## config.mk

```make
export PLATFORM = sky130hd
export DESIGN_NAME = batch_cpu_schedule_evaluator_top
export DESIGN_NICKNAME = d
export VERILOG_FILES = /design/src/design/bcse_pkg.sv /design/src/design/bcse_job_store.sv /design/src/design/bcse_eval_unit.sv /design/src/design/batch_cpu_schedule_evaluator_top.sv
export SDC_FILE = /design/constraint.sdc
export NUM_CORES = 1
export LEC_CHECK = 0
export ABC_AREA = 1
export ABC_CLOCK_PERIOD_IN_PS = 5100
export BUFFER_PORTS_ARGS = -buffer_cell sky130_fd_sc_hd__buf_2
export CAP_MARGIN = 5
export CORE_MARGIN = 5
export CORE_UTILIZATION = 34
export CTS_CLUSTER_DIAMETER = 150
export DETAILED_ROUTE_END_ITERATION = 8
export PLACE_DENSITY = 0.57
export SLEW_MARGIN = 30
export SYNTH_ARGS = -nofsm -noshare
export SYNTH_HDL_FRONTEND = slang
export SYNTH_SLANG_ARGS = --single-unit
export TNS_END_PERCENT = 50
```

## constraint.sdc

```tcl
create_clock -name clock -period 5.1 [get_ports clock]
set_clock_uncertainty 0.2 [all_clocks]
set_input_delay 0 -clock clock [delete_from_list [all_inputs] [get_ports clock]]
set_output_delay 0 -clock clock [all_outputs]
set_load 0.02 [all_outputs]
```

## src/design/bcse_pkg.sv

```systemverilog
// ---------------------------------------------------------------------------
// bcse_pkg: shared types and constants for the batch schedule evaluator
// Holds field widths, the transaction structs, policy and register codes,
// the sequencer state encoding and the control bundle for the eval unit.
// ---------------------------------------------------------------------------
package bcse_pkg;

   localparam int BURST_W     = 16;
   localparam int PRIO_W      = 8;
   localparam int JOBNUM_W    = 5;
   localparam int TIME_W      = 20;
   localparam int POLICY_W    = 2;
   localparam int SLICE_W     = 16;
   localparam int CSR_INDEX_W = 4;
   localparam int CSR_DATA_W  = 16;

   // one restoring division step per burst bit
   localparam int DIV_STEPS   = BURST_W;
   localparam int DIV_CNT_W   = $clog2(DIV_STEPS);

   localparam logic [TIME_W-1:0]  TIME_MAX    = 20'hFFFFF;
   localparam logic [SLICE_W-1:0] SLICE_RESET = 16'd4;

   typedef enum logic [POLICY_W-1:0] {
      POLICY_FCFS     = 2'd0,
      POLICY_SJF      = 2'd1,
      POLICY_PRIORITY = 2'd2,
      POLICY_RR       = 2'd3
   } policy_type;

   typedef enum logic [CSR_INDEX_W-1:0] {
      CSR_POLICY = 4'd0,
      CSR_SLICE  = 4'd1
   } csr_index_type;

   typedef struct packed {
      logic [BURST_W-1:0] burst_length;
      logic [PRIO_W-1:0]  job_priority;
      logic               last_job;
   } req_type;

   typedef struct packed {
      logic [JOBNUM_W-1:0] job_number;
      logic [TIME_W-1:0]   wait_total;
      logic [TIME_W-1:0]   turnaround_total;
      logic                last_result;
   } rsp_type;

   typedef struct packed {
      logic [BURST_W-1:0] burst;
      logic [PRIO_W-1:0]  priority_num;
   } job_entry_type;

   typedef enum logic [2:0] {
      OP_IDLE,
      OP_LOAD_KEY,
      OP_DIV_STEP,
      OP_BOUND,
      OP_ACCUM
   } unit_op_type;

   typedef struct packed {
      unit_op_type op;
      policy_type  policy;
      logic        j_le_k;
   } unit_ctrl_type;

   typedef enum logic [2:0] {
      ST_LOAD,
      ST_FETCH,
      ST_LATCH,
      ST_DIVIDE,
      ST_BOUND,
      ST_SCAN,
      ST_DRAIN,
      ST_EMIT
   } state_type;

endpackage

```

## src/design/bcse_job_store.sv

```systemverilog
// ---------------------------------------------------------------------------
// bcse_job_store: job table memory
// One write port for loading jobs, one read port with registered data for
// the evaluation scan.
// ---------------------------------------------------------------------------
module bcse_job_store
   import bcse_pkg::*;
#(
   parameter int MAX_PROCS = 16,
   parameter int IDX_W     = 4
) (
   input  logic          clock,
   input  logic          wr_en,
   input  logic [IDX_W-1:0] wr_addr,
   input  job_entry_type wr_data,
   input  logic [IDX_W-1:0] rd_addr,
   output job_entry_type rd_data
);

   job_entry_type mem [MAX_PROCS];
   job_entry_type rd_data_ff;

   // store a loaded job
   always_ff @(posedge clock) begin
      if (wr_en) begin
         mem[wr_addr] <= wr_data;
      end
   end

   // registered read
   always_ff @(posedge clock) begin
      rd_data_ff <= mem[rd_addr];
   end

   assign rd_data = rd_data_ff;

endmodule

```

## src/design/bcse_eval_unit.sv

```systemverilog
// ---------------------------------------------------------------------------
// bcse_eval_unit: shared compare / add unit
// Latches the job under evaluation, runs a bit-serial remainder of its burst
// by the slice, forms the round robin bounds and accumulates the completion
// time one scanned job per cycle.
// ---------------------------------------------------------------------------
module bcse_eval_unit
   import bcse_pkg::*;
#(
   parameter int ACC_W = 20
) (
   input  logic               clock,
   input  unit_ctrl_type      ctrl,
   input  logic [SLICE_W-1:0] slice,
   input  job_entry_type      entry,
   output logic [TIME_W-1:0]  wait_total,
   output logic [TIME_W-1:0]  turnaround_total
);

   localparam int WIDE_W = ACC_W + TIME_W;

   logic [BURST_W-1:0] bk_ff, bk_in;
   logic [PRIO_W-1:0]  pk_ff, pk_in;
   logic [BURST_W-1:0] dvd_ff, dvd_in;
   logic [BURST_W-1:0] rem_ff, rem_in;
   logic [BURST_W:0]   hi_ff, hi_in;
   logic [BURST_W:0]   lo_ff, lo_in;
   logic [ACC_W-1:0]   acc_ff, acc_in;

   logic [SLICE_W-1:0] q_eff;
   logic [BURST_W:0]   trial;
   logic [BURST_W:0]   trial_sub;
   logic [BURST_W:0]   bj_ext;
   logic [BURST_W:0]   cap;
   logic [BURST_W:0]   rr_add;
   logic [BURST_W:0]   add_val;
   logic               take;
   logic [WIDE_W-1:0]  turn_wide;
   logic [WIDE_W-1:0]  wait_wide;

   // a zero slice acts as one
   assign q_eff = (slice == '0) ? SLICE_W'(1) : slice;

   always_comb begin
      bk_in  = bk_ff;
      pk_in  = pk_ff;
      dvd_in = dvd_ff;
      rem_in = rem_ff;
      hi_in  = hi_ff;
      lo_in  = lo_ff;
      acc_in = acc_ff;

      // restoring division step
      trial     = {rem_ff, dvd_ff[BURST_W-1]};
      trial_sub = trial - {1'b0, q_eff};

      // contribution of the scanned job
      bj_ext = {1'b0, entry.burst};
      cap    = ctrl.j_le_k ? hi_ff : lo_ff;
      rr_add = (bj_ext < cap) ? bj_ext : cap;
      case (ctrl.policy)
         POLICY_FCFS: take = ctrl.j_le_k;
         POLICY_SJF: take = (entry.burst < bk_ff) ||
                            ((entry.burst == bk_ff) && ctrl.j_le_k);
         POLICY_PRIORITY: take = (entry.priority_num < pk_ff) ||
                                 ((entry.priority_num == pk_ff) && ctrl.j_le_k);
         default: take = 1'b1;
      endcase
      if (ctrl.policy == POLICY_RR) begin
         add_val = rr_add;
      end else begin
         add_val = take ? bj_ext : '0;
      end

      case (ctrl.op)
         OP_LOAD_KEY: begin
            bk_in  = entry.burst;
            pk_in  = entry.priority_num;
            dvd_in = entry.burst;
            rem_in = '0;
            acc_in = '0;
         end
         OP_DIV_STEP: begin
            dvd_in = {dvd_ff[BURST_W-2:0], 1'b0};
            if (trial >= {1'b0, q_eff}) begin
               rem_in = trial_sub[BURST_W-1:0];
            end else begin
               rem_in = trial[BURST_W-1:0];
            end
         end
         OP_BOUND: begin
            // hi: burst rounded up to whole slices (at least one), lo: hi less a slice
            if (bk_ff == '0) begin
               hi_in = {1'b0, q_eff};
               lo_in = '0;
            end else if (rem_ff == '0) begin
               hi_in = {1'b0, bk_ff};
               lo_in = {1'b0, bk_ff} - {1'b0, q_eff};
            end else begin
               hi_in = {1'b0, bk_ff} - {1'b0, rem_ff} + {1'b0, q_eff};
               lo_in = {1'b0, bk_ff} - {1'b0, rem_ff};
            end
         end
         OP_ACCUM: begin
            acc_in = acc_ff + ACC_W'(add_val);
         end
         default: begin
         end
      endcase
   end

   always_ff @(posedge clock) begin
      bk_ff  <= bk_in;
      pk_ff  <= pk_in;
      dvd_ff <= dvd_in;
      rem_ff <= rem_in;
      hi_ff  <= hi_in;
      lo_ff  <= lo_in;
      acc_ff <= acc_in;
   end

   // saturate the reported times
   always_comb begin
      turn_wide = WIDE_W'(acc_ff);
      wait_wide = WIDE_W'(acc_ff) - WIDE_W'(bk_ff);
      turnaround_total = (turn_wide > WIDE_W'(TIME_MAX)) ? TIME_MAX
                                                         : turn_wide[TIME_W-1:0];
      wait_total       = (wait_wide > WIDE_W'(TIME_MAX)) ? TIME_MAX
                                                         : wait_wide[TIME_W-1:0];
   end

endmodule

```

## src/design/batch_cpu_schedule_evaluator_top.sv

```systemverilog
// ---------------------------------------------------------------------------
// batch_cpu_schedule_evaluator_top: batch CPU schedule evaluator
// Loads a batch of jobs and reports waiting and turnaround times under
// FCFS, shortest job, priority or round robin scheduling.
// ---------------------------------------------------------------------------
// Usage:
//   Load jobs with start while busy is low, one transaction per cycle. Jobs
//   past MAX_PROCS are dropped. A transaction with last_job set starts the
//   evaluation and raises busy until the final result has been sent.
//   Results come out in load order, each as a one-cycle rsp_valid strobe;
//   the receiver cannot stall them and must take every one.
//   Each job's completion time is found by one scan over the stored batch
//   through a single compare/add unit, preceded in round robin mode by the
//   bit-serial remainder of its burst by the slice and the slice bounds.
//   Loading runs at one job per cycle.
//   The CSR channel (csr_valid/csr_ready, index 0 policy, 1 slice) is
//   written between batches while busy is low.
//   Reset clears the batch, sets policy to FCFS and the slice to 4; the
//   job memory itself is not cleared.
// ---------------------------------------------------------------------------
module batch_cpu_schedule_evaluator_top
   import bcse_pkg::*;
#(
   parameter int MAX_PROCS = 16
) (
   input  logic                   clock,
   input  logic                   reset,
   input  logic                   start,
   output logic                   busy,
   input  req_type                req_data,
   output logic                   rsp_valid,
   output rsp_type                rsp_data,
   input  logic                   csr_valid,
   output logic                   csr_ready,
   input  logic [CSR_INDEX_W-1:0] csr_index,
   input  logic [CSR_DATA_W-1:0]  csr_wdata
);

   localparam int IDX_W = (MAX_PROCS > 1) ? $clog2(MAX_PROCS) : 1;
   localparam int CNT_W = $clog2(MAX_PROCS + 1);
   localparam int ACC_W = BURST_W + CNT_W;
   localparam int NUM_W = CNT_W + JOBNUM_W;

   state_type              state_ff, state_in;
   logic [CNT_W-1:0]       count_ff, count_in;
   logic [IDX_W-1:0]       k_ff, k_in;
   logic [IDX_W-1:0]       j_ff, j_in;
   logic [IDX_W-1:0]       jd_ff;
   logic                   acc_pending_ff;
   logic [DIV_CNT_W-1:0]   div_cnt_ff, div_cnt_in;
   policy_type             policy_ff;
   logic [SLICE_W-1:0]     slice_ff;

   logic                   accept;
   logic                   full;
   logic [CNT_W-1:0]       last_idx;
   logic                   k_last;
   logic                   j_last;
   logic [IDX_W-1:0]       rd_addr;
   job_entry_type          wr_entry;
   job_entry_type          rd_entry;
   unit_ctrl_type          ctrl;
   logic [TIME_W-1:0]      wait_val;
   logic [TIME_W-1:0]      turn_val;
   logic [NUM_W-1:0]       job_num_wide;

   assign busy      = (state_ff != ST_LOAD);
   assign accept    = start && !busy;
   assign csr_ready = !busy;
   assign full      = (count_ff == CNT_W'(MAX_PROCS));
   assign last_idx  = count_ff - CNT_W'(1);
   assign k_last    = (CNT_W'(k_ff) == last_idx);
   assign j_last    = (CNT_W'(j_ff) == last_idx);

   assign wr_entry.burst        = req_data.burst_length;
   assign wr_entry.priority_num = req_data.job_priority;

   bcse_job_store #(
      .MAX_PROCS(MAX_PROCS),
      .IDX_W    (IDX_W)
   ) u_store (
      .clock  (clock),
      .wr_en  (accept && !full),
      .wr_addr(count_ff[IDX_W-1:0]),
      .wr_data(wr_entry),
      .rd_addr(rd_addr),
      .rd_data(rd_entry)
   );

   bcse_eval_unit #(
      .ACC_W(ACC_W)
   ) u_unit (
      .clock           (clock),
      .ctrl            (ctrl),
      .slice           (slice_ff),
      .entry           (rd_entry),
      .wait_total      (wait_val),
      .turnaround_total(turn_val)
   );

   // sequencer: next state and unit control
   always_comb begin
      state_in   = state_ff;
      count_in   = count_ff;
      k_in       = k_ff;
      j_in       = j_ff;
      div_cnt_in = div_cnt_ff;
      rd_addr    = j_ff;
      ctrl.op    = OP_IDLE;
      rsp_valid  = 1'b0;
      case (state_ff)
         ST_LOAD: begin
            if (accept) begin
               if (!full) begin
                  count_in = count_ff + CNT_W'(1);
               end
               if (req_data.last_job) begin
                  k_in     = '0;
                  state_in = ST_FETCH;
               end
            end
         end
         ST_FETCH: begin
            rd_addr  = k_ff;
            state_in = ST_LATCH;
         end
         ST_LATCH: begin
            ctrl.op    = OP_LOAD_KEY;
            j_in       = '0;
            div_cnt_in = '0;
            state_in   = (policy_ff == POLICY_RR) ? ST_DIVIDE : ST_SCAN;
         end
         ST_DIVIDE: begin
            ctrl.op    = OP_DIV_STEP;
            div_cnt_in = div_cnt_ff + DIV_CNT_W'(1);
            if (div_cnt_ff == DIV_CNT_W'(DIV_STEPS - 1)) begin
               state_in = ST_BOUND;
            end
         end
         ST_BOUND: begin
            ctrl.op  = OP_BOUND;
            state_in = ST_SCAN;
         end
         ST_SCAN: begin
            rd_addr = j_ff;
            j_in    = j_ff + IDX_W'(1);
            if (j_last) begin
               state_in = ST_DRAIN;
            end
         end
         ST_DRAIN: begin
            state_in = ST_EMIT;
         end
         ST_EMIT: begin
            rsp_valid = 1'b1;
            if (k_last) begin
               count_in = '0;
               state_in = ST_LOAD;
            end else begin
               k_in     = k_ff + IDX_W'(1);
               state_in = ST_FETCH;
            end
         end
         default: begin
            state_in = ST_LOAD;
         end
      endcase
      // read data arrives in the cycle after the scan address
      if (acc_pending_ff) begin
         ctrl.op = OP_ACCUM;
      end
      ctrl.policy = policy_ff;
      ctrl.j_le_k = (jd_ff <= k_ff);
   end

   // hold control state
   always_ff @(posedge clock) begin
      if (reset) begin
         state_ff       <= ST_LOAD;
         count_ff       <= '0;
         k_ff           <= '0;
         j_ff           <= '0;
         div_cnt_ff     <= '0;
         acc_pending_ff <= 1'b0;
      end else begin
         state_ff       <= state_in;
         count_ff       <= count_in;
         k_ff           <= k_in;
         j_ff           <= j_in;
         div_cnt_ff     <= div_cnt_in;
         acc_pending_ff <= (state_ff == ST_SCAN);
      end
   end

   // track the index of the job in flight
   always_ff @(posedge clock) begin
      jd_ff <= j_ff;
   end

   // configuration registers
   always_ff @(posedge clock) begin
      if (reset) begin
         policy_ff <= POLICY_FCFS;
         slice_ff  <= SLICE_RESET;
      end else if (csr_valid && csr_ready) begin
         case (csr_index_type'(csr_index))
            CSR_POLICY: policy_ff <= policy_type'(csr_wdata[POLICY_W-1:0]);
            CSR_SLICE:  slice_ff  <= csr_wdata[SLICE_W-1:0];
            default: begin
            end
         endcase
      end
   end

   // drive the result transaction
   always_comb begin
      job_num_wide              = NUM_W'(k_ff) + NUM_W'(1);
      rsp_data.job_number       = job_num_wide[JOBNUM_W-1:0];
      rsp_data.wait_total       = wait_val;
      rsp_data.turnaround_total = turn_val;
      rsp_data.last_result      = k_last;
   end

   // checks
   a_rsp_only_busy: assert property (@(posedge clock) disable iff (reset)
      rsp_valid |-> busy)
      else $error("result strobe while idle");

   a_last_starts_eval: assert property (@(posedge clock) disable iff (reset)
      (accept && req_data.last_job) |=> busy)
      else $error("last job did not start evaluation");

   a_load_stays_idle: assert property (@(posedge clock) disable iff (reset)
      (accept && !req_data.last_job) |=> !busy)
      else $error("non-last job left load state");

   a_final_releases: assert property (@(posedge clock) disable iff (reset)
      (rsp_valid && rsp_data.last_result) |=> (!busy && count_ff == '0))
      else $error("batch not released after final result");

   a_strobe_single: assert property (@(posedge clock) disable iff (reset)
      rsp_valid |=> !rsp_valid)
      else $error("back to back result strobes");

endmodule
```

==> impl_metrics.tcl <==
set metrics [dict create \
    fin_crit_sh 0.937 \
    layout_min_cycle_time_ns 4.78 \
    ir_drop_v 0.000305 \
    design.portCount 98 \
    synth_cells 2835 \
    pwr_density_cell_nw_per_um2 457 \
    core_area_sq_um 83700 \
    slew_violations 0 \
    synth-edff-count 495 \
    fp.dieH_microns 300 \
    wl_per_cell_microns 19.9 \
    end_kind "register" \
    multi_input_area_sq_um 11400 \
    final_nets 3222 \
    portBuffers 97 \
    cp-start-kind "register" \
    async_flop_share 0 \
    synth_top_cell_by_area "edfxtp_1" \
    drive_above_1_share 0.121 \
    overflow 0 \
    grtUsageTotal 0.178 \
    cts_max_level 2 \
    cts_buffer_depth 3 \
    synth_ff_type "edfxtp_1" \
    crit_slowest_cell "ha_1" \
    gp_congestion 0.914 \
    hold_violations 0 \
    ys_seq_area_frac 0.565 \
    maxSlewHeadroom 0.376 \
    rrSetupSlack_ns 0.32 \
    min_path_type "in2reg" \
    dr.first_iter.drc_count 1924 \
    ys_top_cells_by_area "edfxtp_1 52%, ha_1 6.4%, nand2_1 5.1%" \
    clk_pin_slew_worst_paths_ns 0.06 \
    drv_cap 0 \
    cts_root_buffer "clkbuf_16" \
    status "finished, final reports clean" \
    rows 106 \
    cp.required_ns 5.28 \
    synth_top_area_share 0.518 \
    setup_viol_count_final 0 \
    synthTopCellsByCount "495 x edfxtp_1, 392 x nand2_1, 348 x nor2_1" \
    antenna_found_initial 6 \
    via_per_inst 5.19 \
    worstPathArrival_ns 4.96 \
    worst_pin_slew_ns 0.935 \
    yosysMostFrequentCell "edfxtp_1" \
    area_growth_pct 18.3 \
    syn-num-nets 3037 \
    grt_pass1_wl_microns 125000 \
    hold_ws_ns 0.0637 \
    path_class "reg2reg" \
    hold_path_startpoint "csr_wdata[0]" \
    seq_area_sq_um 16200 \
    cts_tree "yes" \
    die_w_microns 300 \
    holdPathStages 4 \
    worstRegToRegCells 31 \
    synth-seq-cells 562 \
    cpPeakStageDelay_ns 0.37 \
    r2r-end "u_unit.acc_ff[20]" \
    p_total_w 0.0155 \
    grt_max_degree 97 \
    first_global_vias 20661 \
    critPathMaxFanout 12 \
    first_pass_iters 5 \
    synth_area_sq_um 28700 \
    route.detailed.drc 0 \
    start_util 0.343 \
    fillers 8093 \
    ant_nets 0 \
    max_freq_mhz 209 \
    leakagePower_nw 12.8 \
    avgSynthCellArea_sq_um 10.1 \
    dieArea_sq_um 90200 \
    r2r_start "k_ff[3]" \
    hpwlAfterDp_microns 56200 \
    whs_endpoint "policy_ff[0]" \
    num_vias 21813 \
    clk_latency_ns 0.64 \
    ys_types 62 \
    numCtsBuffers 61 \
    routed_wl_microns 83600 \
    ys_warn_count 0 \
    cts.sinks 562 \
    cp_common_cell "nand2_1" \
]
## stage by stage
step | worst slack, ns | instances | instance area (sq um) | setup TNS, ns | utilization
after floorplan | 0.0297 | 2835 | 28700 | 0 | -
after global placement | 0.245 | 3995 | 30600 | 0 | 0.366
after detailed placement | 0.170 | 4008 | 30900 | 0 | 0.370
after CTS | 0.156 | 4191 | 33600 | 0 | 0.401
after global routing | -0.00710 | 4203 | 33900 | -0.00710 | 0.405
final | 0.321 | 4203 | 33900 | 0 | 0.405
## report_power, final
| part | leakage, nW | switching [W] | total (W) | internal, W |
|---|---|---|---|---|
| Combinational | 6.82 | 0.00344 | 0.00534 | 0.00190 |
| Sequential | 5.04 | 0.000375 | 0.00600 | 0.00563 |
| Clock | 0.926 | 0.00183 | 0.00416 | 0.00234 |
## worst max-delay path, delay by kind of cell (launching register included)
kind                     cells  cell delay [ns]
AO/OA/AOI/OAI                1             0.06
adder cells (fa/ha/maj)      3             0.94
buffers and inverters        6             0.69
flip-flops                   1             0.34
multiplexers                 1             0.19
AND/OR/NAND/NOR             20             2.11
## flip-flops by register name (all words and copies together), names as in the netlist, 5 cells and up
register / flops
u_store.mem: 384
u_store.rd_data: 24
u_unit.acc_ff: 21
u_unit.hi_ff: 17
u_unit.lo_ff: 17
slice_ff: 16
u_unit.bk_ff: 16
u_unit.dvd_ff: 16
u_unit.rem_ff: 16
u_unit.pk_ff: 8
count_ff: 5
## placed cells by master, fill, tap and decap left out, types with 28 or more instances in the layout
master	Yosys	routed
o21ai_0	283	276
clkbuf_16	0	65
nand3_1	115	113
o211ai_1	35	35
buf_4	8	59
nor2_1	348	326
inv_1	209	203
o22ai_1	38	38
xor2_1	43	43
buf_2	55	97
o221ai_1	71	71
dlygate4sd3_1	0	73
xnor2_1	29	29
o21ai_1	34	39
edfxtp_1	495	495
dfxtp_1	67	67
a21oi_1	193	188
nand4_1	28	28
ha_1	147	141
nand2_1	392	390
## routing by layer
layer  up-vias  wire length (microns)  GRT usage
met3       156                   5130     0.0289
met5         -                     41          0
li1      10533                      -          -
met4         6                   2480     0.0560
met2       663                  38700      0.293
met1     10455                  37300      0.241
## logic make-up (layout without fill, tap and decap cells)
| logic type | count (synthesis) | after routing | synth area share |
|---|---|---|---|
| muxes | 14 | 14 | 0.00489 |
| xor gates and xnor gates | 73 | 73 | 0.0226 |
| AOI/OAI and AO/OA | 729 | 729 | 0.148 |
| and+or+nand+nor | 956 | 956 | 0.140 |
| buffers and inverters | 347 | 579 | 0.0506 |
| DFF | 562 | 562 | 0.565 |
| other | 1 | 3 | 0.000131 |
| adders and majority gates | 153 | 153 | 0.0683 |
## final cells by class
| type | instances | area share |
|---|---|---|
| Clock buffer | 78 | 0.0487 |
| Antenna cell | 2 | 0.000148 |
| Timing Repair Buffer | 251 | 0.0643 |
| Tap cell | 1134 | 0.0418 |
| Clock inverter | 32 | 0.00712 |
| Inverter | 218 | 0.0245 |
| Sequential cell | 562 | 0.478 |
| Multi-Input combinational cell | 1926 | 0.335 |
## repair_timing
action                                  in CTS  in global routing
hold endpoints to repair                   419                  0
setup buffers                                0                  7
hold buffers                                73                  0
endpoints found under the setup margin       0                 14
gates resized for setup                      0                 48
## worst max-delay path by stage
stage          startpoint           endpoint  slack (ns)  depth (start not counted)
2_1_floorplan     k_ff[2]  u_unit.acc_ff[16]        0.03                         33
3_3_place_gp      k_ff[3]  u_unit.acc_ff[20]        0.24                         30
3_5_place_dp      k_ff[3]  u_unit.acc_ff[20]        0.17                         30
4_1_cts           k_ff[3]  u_unit.acc_ff[20]        0.16                         30
5_1_grt           k_ff[2]  u_unit.acc_ff[20]      -0.007                         32
6_report          k_ff[3]  u_unit.acc_ff[20]        0.32                         31
(Power assumes the default switching activity.)
